## src/rtl/b85_pkg.sv

```systemverilog
`default_nettype none
// ----------------------------------------------------------------------------
// b85_pkg: shared types, codes and tables of the base-85 group encoder
// Register indexes, alphabet codes, the job word passed from the front to the
// back, the converter state type and the digit-to-character mapping.
// ----------------------------------------------------------------------------
package b85_pkg;

   // Register indexes of the configuration port
   localparam logic [2:0] REG_ALPHABET_SELECT       = 3'd0;
   localparam logic [2:0] REG_ZERO_SHORTCUT_ENABLE  = 3'd1;
   localparam logic [2:0] REG_ZERO_SHORTCUT_CHAR    = 3'd2;
   localparam logic [2:0] REG_SPACE_SHORTCUT_ENABLE = 3'd3;
   localparam logic [2:0] REG_SPACE_SHORTCUT_CHAR   = 3'd4;
   localparam logic [2:0] REG_PAD_ENABLE            = 3'd5;

   // Alphabet codes
   localparam logic [1:0] ALPHA_ORIGINAL = 2'd0;
   localparam logic [1:0] ALPHA_Z85      = 2'd1;
   localparam logic [1:0] ALPHA_RFC1924  = 2'd2;

   // Default depth of the job queue between front and back
   localparam int B85_QUEUE_DEPTH = 2;

   // floor(2^38 / 85): estimate of v / 85 is off by at most one below
   localparam logic [31:0] RECIP_85   = 32'd3233857728;
   localparam int          RECIP_SHIFT = 38;

   // Digit alphabets, first character in the top byte
   localparam logic [85*8-1:0] Z85_SET =
      "0123456789abcdefghijklmnopqrstuvwxyzABCDEFGHIJKLMNOPQRSTUVWXYZ.-:+=^!/*?&<>()[]{}@%$#";
   localparam logic [85*8-1:0] RFC_SET =
      {"0123456789ABCDEFGHIJKLMNOPQRSTUVWXYZabcdefghijklmnopqrstuvwxyz!#$%&()*+-;<=>?@^_",
       8'h60, "{|}~"};

   typedef struct packed {
      logic [1:0] alphabet_select;
      logic       zero_enable;
      logic [7:0] zero_char;
      logic       space_enable;
      logic [7:0] space_char;
      logic       pad_enable;
   } b85_cfg_type;

   // One unit of work for the back: a single character or a digit group
   typedef struct packed {
      logic        single;
      logic [7:0]  single_char;
      logic        pad_error;
      logic [2:0]  char_count;
      logic        last;
      logic [31:0] value;
   } b85_job_type;

   typedef enum logic [1:0] {
      CONV_IDLE,
      CONV_MUL,
      CONV_FIX,
      CONV_DONE
   } b85_conv_state_type;

   // Map a digit 0..84 to its character; larger digits clamp to 84
   function automatic logic [7:0] digit_char(input logic [6:0] digit,
                                             input logic [1:0] sel);
      logic [6:0] d;
      logic [9:0] pos;
      d   = (digit > 7'd84) ? 7'd84 : digit;
      pos = {3'b000, 7'd84 - d} << 3;
      case (sel)
         ALPHA_Z85: begin
            digit_char = Z85_SET[pos +: 8];
         end
         ALPHA_RFC1924: begin
            digit_char = RFC_SET[pos +: 8];
         end
         ALPHA_ORIGINAL: begin
            digit_char = 8'h21 + {1'b0, d};
         end
         default: begin
            digit_char = 8'h21 + {1'b0, d};
         end
      endcase
   endfunction

endpackage
`default_nettype wire

```

## src/rtl/b85_front.sv

```systemverilog
`default_nettype none
// ----------------------------------------------------------------------------
// b85_front: byte gathering and group classification
// Collects bytes into big-endian groups of four and, at a full group or at
// the end of the stream, pushes one job describing what the back must emit.
// ----------------------------------------------------------------------------
module b85_front (
   input  logic                 clock,
   input  logic                 reset,
   input  logic                 req_valid,
   output logic                 req_stall,
   input  logic [7:0]           req_data_byte,
   input  logic                 req_stream_last,
   input  b85_pkg::b85_cfg_type cfg,
   input  logic                 queue_full,
   output logic                 job_push,
   output b85_pkg::b85_job_type job
);
   import b85_pkg::*;

   logic [23:0] group_ff;
   logic [23:0] group_in;
   logic [1:0]  bytes_ff;
   logic [1:0]  bytes_in;
   logic        accept;
   logic [2:0]  count;
   logic [31:0] full_value;
   logic [31:0] padded_value;
   logic        group_done;

   // Take a word whenever the queue has room
   assign req_stall  = queue_full;
   assign accept     = req_valid && !queue_full;
   assign count      = {1'b0, bytes_ff} + 3'd1;
   assign full_value = {group_ff, req_data_byte};
   assign group_done = (count == 3'd4) || req_stream_last;
   assign job_push   = accept && group_done;

   // Zero-pad a short final group to four bytes
   always_comb begin
      case (count)
         3'd1: begin
            padded_value = {req_data_byte, 24'h000000};
         end
         3'd2: begin
            padded_value = {group_ff[7:0], req_data_byte, 16'h0000};
         end
         3'd3: begin
            padded_value = {group_ff[15:0], req_data_byte, 8'h00};
         end
         default: begin
            padded_value = full_value;
         end
      endcase
   end

   // Classify the finished group
   always_comb begin
      job.single      = 1'b0;
      job.single_char = 8'h00;
      job.pad_error   = 1'b0;
      job.char_count  = 3'd5;
      job.last        = req_stream_last;
      job.value       = padded_value;
      if (count == 3'd4) begin
         if (cfg.zero_enable && (full_value == 32'h00000000)) begin
            job.single      = 1'b1;
            job.single_char = cfg.zero_char;
            job.char_count  = 3'd1;
         end else if (cfg.space_enable && (full_value == 32'h20202020)) begin
            job.single      = 1'b1;
            job.single_char = cfg.space_char;
            job.char_count  = 3'd1;
         end
      end else if (!cfg.pad_enable) begin
         job.single     = 1'b1;
         job.pad_error  = 1'b1;
         job.char_count = 3'd1;
         job.last       = 1'b1;
      end else begin
         job.char_count = count + 3'd1;
      end
   end

   // Advance the gathering state
   always_comb begin
      group_in = group_ff;
      bytes_in = bytes_ff;
      if (accept) begin
         if (group_done) begin
            bytes_in = 2'd0;
         end else begin
            bytes_in = count[1:0];
            group_in = full_value[23:0];
         end
      end
   end

   always_ff @(posedge clock) begin
      if (reset) begin
         bytes_ff <= 2'd0;
      end else begin
         bytes_ff <= bytes_in;
      end
      group_ff <= group_in;
   end

endmodule
`default_nettype wire

```

## src/rtl/b85_queue.sv

```systemverilog
`default_nettype none
// ----------------------------------------------------------------------------
// b85_queue: short job queue between front and back
// A small register-based first-in first-out buffer of jobs.
// ----------------------------------------------------------------------------
module b85_queue #(
   parameter int DEPTH = b85_pkg::B85_QUEUE_DEPTH
) (
   input  logic                 clock,
   input  logic                 reset,
   input  logic                 push,
   input  b85_pkg::b85_job_type push_job,
   input  logic                 pop,
   output b85_pkg::b85_job_type pop_job,
   output logic                 full,
   output logic                 empty
);
   import b85_pkg::*;

   localparam int PTR_W = (DEPTH > 1) ? $clog2(DEPTH) : 1;
   localparam int CNT_W = $clog2(DEPTH + 1);

   b85_job_type      entry_ff [0:DEPTH-1];
   logic [PTR_W-1:0] wr_ptr_ff;
   logic [PTR_W-1:0] wr_ptr_in;
   logic [PTR_W-1:0] rd_ptr_ff;
   logic [PTR_W-1:0] rd_ptr_in;
   logic [CNT_W-1:0] count_ff;
   logic [CNT_W-1:0] count_in;

   assign full    = (count_ff == CNT_W'(DEPTH));
   assign empty   = (count_ff == '0);
   assign pop_job = entry_ff[rd_ptr_ff];

   // Advance pointers with wrap at the depth
   always_comb begin
      wr_ptr_in = wr_ptr_ff;
      rd_ptr_in = rd_ptr_ff;
      count_in  = count_ff;
      if (push) begin
         wr_ptr_in = (wr_ptr_ff == PTR_W'(DEPTH - 1)) ? '0 : wr_ptr_ff + 1'b1;
      end
      if (pop) begin
         rd_ptr_in = (rd_ptr_ff == PTR_W'(DEPTH - 1)) ? '0 : rd_ptr_ff + 1'b1;
      end
      if (push && !pop) begin
         count_in = count_ff + 1'b1;
      end else if (pop && !push) begin
         count_in = count_ff - 1'b1;
      end
   end

   always_ff @(posedge clock) begin
      if (reset) begin
         wr_ptr_ff <= '0;
         rd_ptr_ff <= '0;
         count_ff  <= '0;
      end else begin
         wr_ptr_ff <= wr_ptr_in;
         rd_ptr_ff <= rd_ptr_in;
         count_ff  <= count_in;
      end
   end

   // Store the pushed job
   always_ff @(posedge clock) begin
      if (push) begin
         entry_ff[wr_ptr_ff] <= push_job;
      end
   end

`ifndef NO_ASSERTIONS
   a_no_push_when_full: assert property (@(posedge clock) disable iff (reset)
      push |-> (!full || pop))
      else $error("job pushed into a full queue");

   a_no_pop_when_empty: assert property (@(posedge clock) disable iff (reset)
      pop |-> !empty)
      else $error("job popped from an empty queue");
`endif

endmodule
`default_nettype wire

```

## src/rtl/b85_back.sv

```systemverilog
`default_nettype none
// ----------------------------------------------------------------------------
// b85_back: digit conversion and character emission
// A converter splits each group into five base-85 digits by repeated division
// by 85, while an emitter sends the previous job out one character a cycle,
// when the output is not stalled, through the output register.
// ----------------------------------------------------------------------------
module b85_back (
   input  logic                 clock,
   input  logic                 reset,
   input  b85_pkg::b85_cfg_type cfg,
   input  logic                 queue_empty,
   input  b85_pkg::b85_job_type queue_job,
   output logic                 queue_pop,
   output logic                 rsp_valid,
   input  logic                 rsp_stall,
   output logic [7:0]           rsp_code_char,
   output logic                 rsp_run_last,
   output logic                 rsp_stream_done,
   output logic                 rsp_pad_error
);
   import b85_pkg::*;

   // Converter state
   b85_conv_state_type state_ff;
   b85_conv_state_type state_in;
   b85_job_type        cv_job_ff;
   logic [31:0]        cv_value_ff;
   logic [63:0]        prod_ff;
   logic [1:0]         iter_ff;
   logic [6:0]         cv_digit_ff [0:4];

   logic               hand;
   logic               step_mul;
   logic               step_fix;

   logic [25:0]        q_est;
   logic [31:0]        rem_full;
   logic [7:0]         rem_est;
   logic               fix_hit;
   logic [7:0]         fix_rem;
   logic [25:0]        fix_quot;
   logic [2:0]         digit_pos;

   // Emitter state
   logic               em_valid_ff;
   b85_job_type        em_job_ff;
   logic [6:0]         em_digit_ff [0:4];
   logic [2:0]         em_idx_ff;
   logic               out_free;
   logic               em_fire;
   logic               em_final;

   logic               rsp_valid_ff;
   logic [7:0]         rsp_code_char_ff;
   logic               rsp_run_last_ff;
   logic               rsp_stream_done_ff;
   logic               rsp_pad_error_ff;

   // Next state of the converter
   always_comb begin
      state_in = state_ff;
      case (state_ff)
         CONV_IDLE: begin
            if (!queue_empty) begin
               state_in = queue_job.single ? CONV_DONE : CONV_MUL;
            end
         end
         CONV_MUL: begin
            state_in = CONV_FIX;
         end
         CONV_FIX: begin
            state_in = (iter_ff == 2'd3) ? CONV_DONE : CONV_MUL;
         end
         CONV_DONE: begin
            if (!em_valid_ff) begin
               if (!queue_empty) begin
                  state_in = queue_job.single ? CONV_DONE : CONV_MUL;
               end else begin
                  state_in = CONV_IDLE;
               end
            end
         end
         default: begin
            state_in = CONV_IDLE;
         end
      endcase
   end

   // Converter control outputs
   always_comb begin
      hand      = 1'b0;
      queue_pop = 1'b0;
      step_mul  = 1'b0;
      step_fix  = 1'b0;
      case (state_ff)
         CONV_IDLE: begin
            queue_pop = !queue_empty;
         end
         CONV_MUL: begin
            step_mul = 1'b1;
         end
         CONV_FIX: begin
            step_fix = 1'b1;
         end
         CONV_DONE: begin
            hand      = !em_valid_ff;
            queue_pop = !em_valid_ff && !queue_empty;
         end
         default: begin
            hand = 1'b0;
         end
      endcase
   end

   // Correct the reciprocal estimate of the quotient by at most one
   assign q_est     = prod_ff[63:RECIP_SHIFT];
   assign rem_full  = cv_value_ff - ({6'd0, q_est} * 32'd85);
   assign rem_est   = rem_full[7:0];
   assign fix_hit   = (rem_est >= 8'd85);
   assign fix_rem   = fix_hit ? (rem_est - 8'd85) : rem_est;
   assign fix_quot  = q_est + {25'd0, fix_hit};
   assign digit_pos = 3'd4 - {1'b0, iter_ff};

   always_ff @(posedge clock) begin
      if (reset) begin
         state_ff <= CONV_IDLE;
      end else begin
         state_ff <= state_in;
      end
   end

   // Load a job, multiply, then fix up and store one digit
   always_ff @(posedge clock) begin
      if (queue_pop) begin
         cv_job_ff   <= queue_job;
         cv_value_ff <= queue_job.value;
         iter_ff     <= 2'd0;
      end else if (step_fix) begin
         cv_value_ff            <= {6'd0, fix_quot};
         iter_ff                <= iter_ff + 2'd1;
         cv_digit_ff[digit_pos] <= fix_rem[6:0];
         if (iter_ff == 2'd3) begin
            cv_digit_ff[0] <= fix_quot[6:0];
         end
      end
      if (step_mul) begin
         prod_ff <= cv_value_ff * RECIP_85;
      end
   end

   // Emitter: one character per free output slot
   assign out_free = !rsp_valid_ff || !rsp_stall;
   assign em_fire  = em_valid_ff && out_free;
   assign em_final = (em_idx_ff == (em_job_ff.char_count - 3'd1));

   always_ff @(posedge clock) begin
      if (reset) begin
         em_valid_ff <= 1'b0;
      end else if (hand) begin
         em_valid_ff <= 1'b1;
      end else if (em_fire && em_final) begin
         em_valid_ff <= 1'b0;
      end
   end

   always_ff @(posedge clock) begin
      if (hand) begin
         em_job_ff   <= cv_job_ff;
         em_digit_ff <= cv_digit_ff;
         em_idx_ff   <= 3'd0;
      end else if (em_fire) begin
         em_idx_ff <= em_idx_ff + 3'd1;
      end
   end

   // Output register: load on a fire, drop valid once taken
   always_ff @(posedge clock) begin
      if (reset) begin
         rsp_valid_ff <= 1'b0;
      end else if (em_fire) begin
         rsp_valid_ff <= 1'b1;
      end else if (!rsp_stall) begin
         rsp_valid_ff <= 1'b0;
      end
   end

   always_ff @(posedge clock) begin
      if (em_fire) begin
         rsp_code_char_ff   <= em_job_ff.single ? em_job_ff.single_char :
                               digit_char(em_digit_ff[em_idx_ff], cfg.alphabet_select);
         rsp_run_last_ff    <= em_final;
         rsp_stream_done_ff <= em_final && em_job_ff.last;
         rsp_pad_error_ff   <= em_job_ff.pad_error;
      end
   end

   assign rsp_valid       = rsp_valid_ff;
   assign rsp_code_char   = rsp_code_char_ff;
   assign rsp_run_last    = rsp_run_last_ff;
   assign rsp_stream_done = rsp_stream_done_ff;
   assign rsp_pad_error   = rsp_pad_error_ff;

`ifndef NO_ASSERTIONS
   a_digit_in_range: assert property (@(posedge clock) disable iff (reset)
      (state_ff == CONV_FIX) |-> (fix_rem < 8'd85))
      else $error("base-85 remainder out of range");

   a_error_closes_stream: assert property (@(posedge clock) disable iff (reset)
      (rsp_valid && rsp_pad_error) |-> (rsp_run_last && rsp_stream_done))
      else $error("pad error word does not close the stream");

   a_final_frees_emitter: assert property (@(posedge clock) disable iff (reset)
      (em_fire && em_final) |=> !em_valid_ff)
      else $error("emitter still busy after its final character");
`endif

endmodule
`default_nettype wire

```

## src/rtl/base85_group_encoder_core.sv

```systemverilog
`default_nettype none
// ----------------------------------------------------------------------------
// base85_group_encoder_core: base-85 encoder of a byte stream
// Gathers bytes into four-byte groups and emits base-85 characters.
// ----------------------------------------------------------------------------
// Usage:
//   req_* carries one byte a word, req_stream_last marking the final byte.
//   rsp_* carries one character a word, with run_last on the last character
//   of each group, stream_done on the last of the stream and pad_error on
//   the single word given for a short final group when padding is off.
//   csr_* writes the six configuration registers; write only while idle.
// Timing:
//   A full group passes the converter as four divisions by 85, each a
//   reciprocal multiply and a correction step, plus hand-over; the emitter
//   sends one character a cycle meanwhile when the output is not stalled.
//   Bytes of an unfinished group are taken every cycle while the job queue
//   has room.
// Reset and stall:
//   Reset empties the queue and the group and restores register defaults.
//   A stalled result holds; the queue fills and then req_stall rises.
// ----------------------------------------------------------------------------
module base85_group_encoder_core #(
   parameter int QUEUE_DEPTH = b85_pkg::B85_QUEUE_DEPTH
) (
   input  logic       clock,
   input  logic       reset,
   input  logic       req_valid,
   output logic       req_stall,
   input  logic [7:0] req_data_byte,
   input  logic       req_stream_last,
   output logic       rsp_valid,
   input  logic       rsp_stall,
   output logic [7:0] rsp_code_char,
   output logic       rsp_run_last,
   output logic       rsp_stream_done,
   output logic       rsp_pad_error,
   input  logic       csr_write_en,
   input  logic [2:0] csr_index,
   input  logic [7:0] csr_wdata
);
   import b85_pkg::*;

   logic [1:0]  alphabet_ff;
   logic        zero_en_ff;
   logic [7:0]  zero_char_ff;
   logic        space_en_ff;
   logic [7:0]  space_char_ff;
   logic        pad_en_ff;

   b85_cfg_type cfg;
   b85_job_type push_job;
   b85_job_type pop_job;
   logic        push;
   logic        pop;
   logic        queue_full;
   logic        queue_empty;

   // Configuration registers
   always_ff @(posedge clock) begin
      if (reset) begin
         alphabet_ff   <= ALPHA_ORIGINAL;
         zero_en_ff    <= 1'b1;
         zero_char_ff  <= 8'd122;
         space_en_ff   <= 1'b0;
         space_char_ff <= 8'd121;
         pad_en_ff     <= 1'b0;
      end else if (csr_write_en) begin
         case (csr_index)
            REG_ALPHABET_SELECT: begin
               alphabet_ff <= csr_wdata[1:0];
            end
            REG_ZERO_SHORTCUT_ENABLE: begin
               zero_en_ff <= csr_wdata[0];
            end
            REG_ZERO_SHORTCUT_CHAR: begin
               zero_char_ff <= csr_wdata;
            end
            REG_SPACE_SHORTCUT_ENABLE: begin
               space_en_ff <= csr_wdata[0];
            end
            REG_SPACE_SHORTCUT_CHAR: begin
               space_char_ff <= csr_wdata;
            end
            REG_PAD_ENABLE: begin
               pad_en_ff <= csr_wdata[0];
            end
            default: begin
               pad_en_ff <= pad_en_ff;
            end
         endcase
      end
   end

   assign cfg.alphabet_select = alphabet_ff;
   assign cfg.zero_enable     = zero_en_ff;
   assign cfg.zero_char       = zero_char_ff;
   assign cfg.space_enable    = space_en_ff;
   assign cfg.space_char      = space_char_ff;
   assign cfg.pad_enable      = pad_en_ff;

   b85_front u_front (
      .clock           (clock),
      .reset           (reset),
      .req_valid       (req_valid),
      .req_stall       (req_stall),
      .req_data_byte   (req_data_byte),
      .req_stream_last (req_stream_last),
      .cfg             (cfg),
      .queue_full      (queue_full),
      .job_push        (push),
      .job             (push_job)
   );

   b85_queue #(
      .DEPTH (QUEUE_DEPTH)
   ) u_queue (
      .clock    (clock),
      .reset    (reset),
      .push     (push),
      .push_job (push_job),
      .pop      (pop),
      .pop_job  (pop_job),
      .full     (queue_full),
      .empty    (queue_empty)
   );

   b85_back u_back (
      .clock           (clock),
      .reset           (reset),
      .cfg             (cfg),
      .queue_empty     (queue_empty),
      .queue_job       (pop_job),
      .queue_pop       (pop),
      .rsp_valid       (rsp_valid),
      .rsp_stall       (rsp_stall),
      .rsp_code_char   (rsp_code_char),
      .rsp_run_last    (rsp_run_last),
      .rsp_stream_done (rsp_stream_done),
      .rsp_pad_error   (rsp_pad_error)
   );

endmodule
`default_nettype wire
```

## config.mk

```make
export PLATFORM = sky130hd
export DESIGN_NAME = base85_group_encoder_core
export DESIGN_NICKNAME = d
export VERILOG_FILES = /design/src/rtl/b85_pkg.sv /design/src/rtl/b85_front.sv /design/src/rtl/b85_queue.sv /design/src/rtl/b85_back.sv /design/src/rtl/base85_group_encoder_core.sv
export SDC_FILE = /design/constraint.sdc
export NUM_CORES = 1
export LEC_CHECK = 0
export BUFFER_PORTS_ARGS = -buffer_cell sky130_fd_sc_hd__buf_2
export CORE_MARGIN = 5
export CORE_UTILIZATION = 51
export CTS_CLUSTER_SIZE = 30
export DETAILED_ROUTE_END_ITERATION = 10
export HOLD_SLACK_MARGIN = 0.02
export PLACE_DENSITY = 0.72
export SYNTH_ARGS = -nofsm -noshare
export SYNTH_HDL_FRONTEND = slang
export SYNTH_SLANG_ARGS = --single-unit
```

## constraint.sdc

```tcl
create_clock -name clock -period 6.4 [get_ports clock]
set_clock_uncertainty 0.2 [all_clocks]
set_input_delay 0.64 -clock clock [delete_from_list [all_inputs] [get_ports clock]]
set_output_delay 0.64 -clock clock [all_outputs]
set_load 0.05 [all_outputs]
```

==> Word level (Yosys, flattened, before mapping) <==
Memory sizes are Yosys's and may differ from the RTL's. A register that Yosys moved wholly into a read port is not among the register bits.
Index checks and enable logic that the tools add are counted.
{ "totals": {"ramBits": 92, "input_bits": 25, "word_cells": 177, "ff_bits": 259, "n_memories": 1} }
{ "classes": {"muxes": 49, "order_cmp": 5, "n_addsub": 15, "mul": 2, "shifts": 2, "bitwise_logic": 4, "eq_ne": 21, "reduce_logical": 36} }
{ "mem_list": {"columns": ["name", "depth", "word_bits", "rd", "rd_clocked_by_memory_dff", "write_ports", "line_no", "source"], "rows": [
  ["u_queue.entry_ff", 2, 46, 1, 1, 1, "b85_queue.sv:23", "b85_job_type entry_ff [0:DEPTH-1];"]
]} }
{ "ops": {"columns": ["op", "n"], "rows": [
  ["variable part select 680 x 11 -> 8 bit, first input constant", 2],
  ["case mux 32 bit (3 select lines)", 1],
  ["two-way mux 32 bit", 2],
  ["multiplier 32 x 26 -> 58 bit, second input constant", 1],
  ["two-way mux 7 bit", 6],
  ["bitwise mux 35 bit", 1],
  ["== test 32 x 30 -> 1 bit, second input constant", 1],
  ["logical NOT 32 bit", 1],
  ["adder 26 x 1 -> 26 bit", 1],
  ["multiplier 26 x 7 -> 8 bit, second input constant", 1],
  ["binary-select mux 7 bit (select 3 bit)", 1],
  ["demux 7 bit (select 3 bit)", 1],
  ["two-way mux 1 bit", 18],
  ["two-way mux 9 bit", 2],
  ["AND reduction 2 bit", 9],
  ["two-way mux 2 bit", 8],
  ["two-way mux 8 bit", 2],
  ["case mux 8 bit (2 select lines)", 1],
  ["== test 3 x 2 -> 1 bit, second input constant", 4],
  ["two-way mux 3 bit", 4],
  ["logical AND 1 bit", 11],
  ["== test 2 bit, second input constant", 5],
  ["== test 3 bit, second input constant", 3],
  ["adder 6 x 7 -> 8 bit, first input constant", 1],
  ["other kinds (28)", 47]
]} }

==> Logic depth before layout (Yosys ltp) <==
{ "depth": {"ltp_word": 10, "ltp_mapped": 26, "ltp_nobuf": 25} }

==> Cells and area by module <==
A second synthesis with hierarchy kept.
{ "unflattened": {"cells_unflattened": 2129, "hier_area_um2": 23822.8} }
{ "modules_own_cells": {"columns": ["mod", "cells_per_inst", "area_per_inst_um2", "n_inst"], "rows": [
  ["b85_back", 1711, 17697.0, 1],
  ["b85_queue", 165, 3538.4, 1],
  ["b85_front", 167, 1692.9, 1],
  ["base85_group_encoder_core", 86, 894.6, 1]
]} }

==> Worst setup path before layout <==
OpenSTA, ideal clock, no wires.
{ "synth_path": {"kind": "reg-to-reg", "start": "register u_back.cv_value_ff[10]", "end": "register u_back.prod_ff[63], data pin", "period_less_slack_ps": 6499, "arrival_time_ps": 6039, "setup_time_ps": 260, "path_stages_with_launch": 25, "setup_slack_ps": -99, "path_cell_list": "edfxtp_1 -> ha_1 -> ha_1 -> inv_1 -> fa_1 -> inv_1 -> fa_1 -> inv_1 -> fa_1 -> inv_1 -> fa_1 -> inv_1 -> fa_1 -> inv_1 -> ha_1 -> a21o_1 -> a21o_1 -> a21oi_1 -> and2_1 -> or3b_1 -> a211oi_2 -> o21ai_1 -> a21oi_1 -> o21ai_0 -> xnor2_1"} }
{ "synth_via": {"elab_chain_cells": 1} }
{ "synth_rtl": {"columns": ["element", "line_no", "source"], "rows": [
  ["start: declaration", "b85_back.sv:28", "logic [31:0] cv_value_ff;"],
  ["start signal: assignment", "b85_back.sv:137", "cv_value_ff <= queue_job.value;"],
  ["start signal: assignment", "b85_back.sv:140", "cv_value_ff <= {6'd0, fix_quot};"],
  ["multiplier 32 x 26 -> 58 bit", "b85_back.sv:148", "prod_ff <= cv_value_ff * RECIP_85;"],
  ["end signal: assignment", "b85_back.sv:148", null],
  ["end: declaration", "b85_back.sv:29", "logic [63:0] prod_ff;"]
]} }
Every way passes these cells.
A chain may end at the register's enable or synchronous reset.

==> Worst setup path in the final report <==
{ "layout_path": {"start": "register u_back.cv_value_ff[4]", "end": "register u_back.prod_ff[57], data pin"} }
The elaborated chain is that of the path after synthesis.

==> metrics.md <==
| Metric | Value |
|---|---|
| PortBufs | `37` |
| GRT overflow | `0` |
| Hold Fails Final Rpt | `0` |
| Die Span X | `225 um` |
| GP Congestion | `0.956` |
| Detailed Place HPWL | `42,800 um` |
| Failing checks | `setup timing` |
| Die ar. | `50,600 um2` |
| Router iterations before antenna repair | `7` |
| Crit Path Max Fanout | `3` |
| HP Class | `primary input to register` |
| Post-Syn Area | `23,500 um2` |
| Required time of the critical path | `6.50 ns` |
| Io pins | `38` |
| Fin nets | `2,727` |
| Core Region | `45,500 um2` |
| Layout area overhead | `13.7%` |
| Fin Setup TNS | `-0.626 ns` |
| Share of cells above drive strength 1 | `14.0%` |
| DRC viols | `0` |
| R2r setup slk | `-0.13 ns` |
| Commonest non-fill, non-tap cells in the layout | `inv_1 (377), edfxtp_1 (283), ha_1 (271)` |
| Post-route ant nets | `0` |
| Number of synthesized flops with an enable pin | `283` |
| Slew headroom | `23.6%` |
| Ant. Diodes | `0` |
| Routed vias | `15,900` |
| Drt total wl | `54,900 um` |
| Clock Path Buffers | `3` |
| Post-Synthesis Cells | `2,119` |
| Post-Place Cell Area | `25,100 um2` |
| CTS Sinks | `320` |
| Fin crit share | `102%` |
| Clock buffer count from CTS | `30` |
| Synth Area per Inst | `11.1 um2` |
| RSZ-0062 raised after global routing | `yes` |
| Clk_lat worst skew | `0.55 ns` |
| TritonCTS clock tree | `done` |
| Setup Viol. Count Final | `9` |
| Critical path arrival | `6.63 ns` |
| Max Cap Viol | `0` |
| Drt wl/cell | `19.1 um` |
| Fmax | `0.153 GHz` |
| Top FF cell, synth | `edfxtp_1` |
| CTS root buffer | `clkbuf_16` |
| GRT Total Usage | `21.5%` |
| Number of synthesized register bits | `320` |
| Slew @ Worst Pin | `1.15 ns` |
| Largest net degree at the start of global routing | `54` |
| H-tree depth | `1` |
| Syn_nets | `2,593` |
| Tmin final | `6.53 ns` |
| Hold-fix buffers at CTS | `0` |
| Post-route design area | `26,800 um2` |
| Reg clk slew, reported paths | `0.07 ns` |
| # rows | `78` |
| Vias in the first global route | `16,400` |
| Final core occ | `58.9%` |
| Status | `finished with violations` |
| Slew Viols, Final | `0` |
| Initial core utilization | `51.8%` |
| 1st-iter DRT viols | `1,156` |
| Crit Path Class | `register to register` |
| Final worst slack | `-0.132 ns` |
| Syn. warnings | `0` |
| Initial antenna violation count | `0` |
| Post-synthesis async set-or-reset flop share | `0%` |
| Startpoint types | `register` |
| Chip height | `225 um` |
| CP endpoint kind | `register` |
| Post-DR vias/cell | `5.53` |
| First-pass GRT wire length | `87,200 um` |
| Netlist cell types | `74` |
| Leading cell type in the layout, fill and taps excluded | `inv_1` |
| Sequential cell area fraction in the yosys report | `39.2%` |
-- cells by family after synthesis --
group	synth area share, %
AO/OA/AOI/OAI	9.74
XOR/XNOR	3.16
adder cells (fa/ha/maj)	28.7
buffers and inverters	7.30
flip-flops	39.2
multiplexers	4.33
AND/OR/NAND/NOR	7.58
-- synthesized netlist by cell type, types with 35 or more instances --
library cell  number  area share [%]
o21ai_0           81             1.7
nand2_1           74             1.2
nor2_1           119             1.9
ha_1             300              16
mux2i_1           85             3.6
clkbuf_1          37            0.59
xnor2_1           64             2.4
edfxtp_1         283              36
fa_1             149              13
nand3_1           35            0.74
dfxtp_1           37             3.1
a21oi_1          100             2.1
inv_1            389             6.2
-- sequential cells by signal (all words and copies together) (netlist names), 3 cells and up, named ones only --
register and count:
u_queue.entry_ff 92, u_front.group_ff 24, u_back.cv_job_ff 14, space_char_ff 8, u_back.em_idx_ff 3, u_back.cv_digit_ff 35
u_back.prod_ff 26, zero_char_ff 8, u_back.rsp_code_char 8, u_back.em_job_ff 14, u_back.cv_value_ff 32, u_back.em_digit_ff 35
-- critical path, cell delays in order (launching register included) --
cell and delay (ns):
edfxtp_1 0.50, ha_4 0.29, ha_4 0.27, inv_2 0.03, fa_1 0.53, inv_2 0.04
fa_1 0.47, inv_1 0.05, fa_1 0.46, fa_1 0.52, fa_1 0.57, inv_2 0.05
ha_4 0.22, a21oi_2 0.15, o21ai_2 0.09, a32oi_2 0.27, a211oi_2 0.09, or3b_4 0.47
a211oi_4 0.38, o21ba_4 0.25, o21bai_4 0.07, a31oi_2 0.21, xnor2_1 0.11
-- layer usage --
metal | GRT usage, % | share of wire, % | vias up
met2 | 36.2 | 48 | 429
li1 | - | - | 7585
met5 | 0 | 0 | -
met3 | 2.69 | 5.2 | 92
met1 | 29.3 | 43 | 7807
met4 | 6.68 | 3.7 | 0
-- worst paths after layout --
| kind | cells past startpoint | from | endpoint |
|---|---|---|---|
| min | 2 | csr_wdata[5] | zero_char_ff[5]$_SDFFE_PP1P_ |
| min reg2reg | 0 | u_back.cv_digit_ff[10]$_DFFE_PP_ | u_back.em_digit_ff[10]$_DFFE_PP_ |
| max reg2reg | 22 | u_back.cv_value_ff[4]$_DFFE_PP_ | u_back.prod_ff[57]$_DFFE_PP_ |
| max | 22 | u_back.cv_value_ff[4]$_DFFE_PP_ | u_back.prod_ff[57]$_DFFE_PP_ |
-- area by class of cell --
type,count,area [um2]
fill,3706,18700
multi-input combinational,1350,13200
sequential,320,9240
inverter,391,1470
timing repair buffer,160,1140
clock buffer,54,996
tap,600,751
clock inverter,2,13.8
-- through the flow --
stage / hold WS, ns / setup WS, ns / instances
6_report: 0.106 / -0.132 / 2877
5_1_grt: 0.0996 / -0.292 / 2877
4_1_cts: 0.0960 / 0.00194 / 2868
3_5_place_dp: 0.205 / -0.416 / 2806
3_3_place_gp: 0.202 / -0.325 / 2806
2_1_floorplan: 0.200 / 0.0175 / 2119
-- repair_timing --
item                                    in CTS  in global routing
resized for setup                           54                 40
buffers inserted                             6                 10
endpoints found under the setup margin      17                 16
pin swaps                                   48                 47
Power is not shown: default switching activity piles up to over one toggle a cycle in this logic, so the estimate is an artifact.
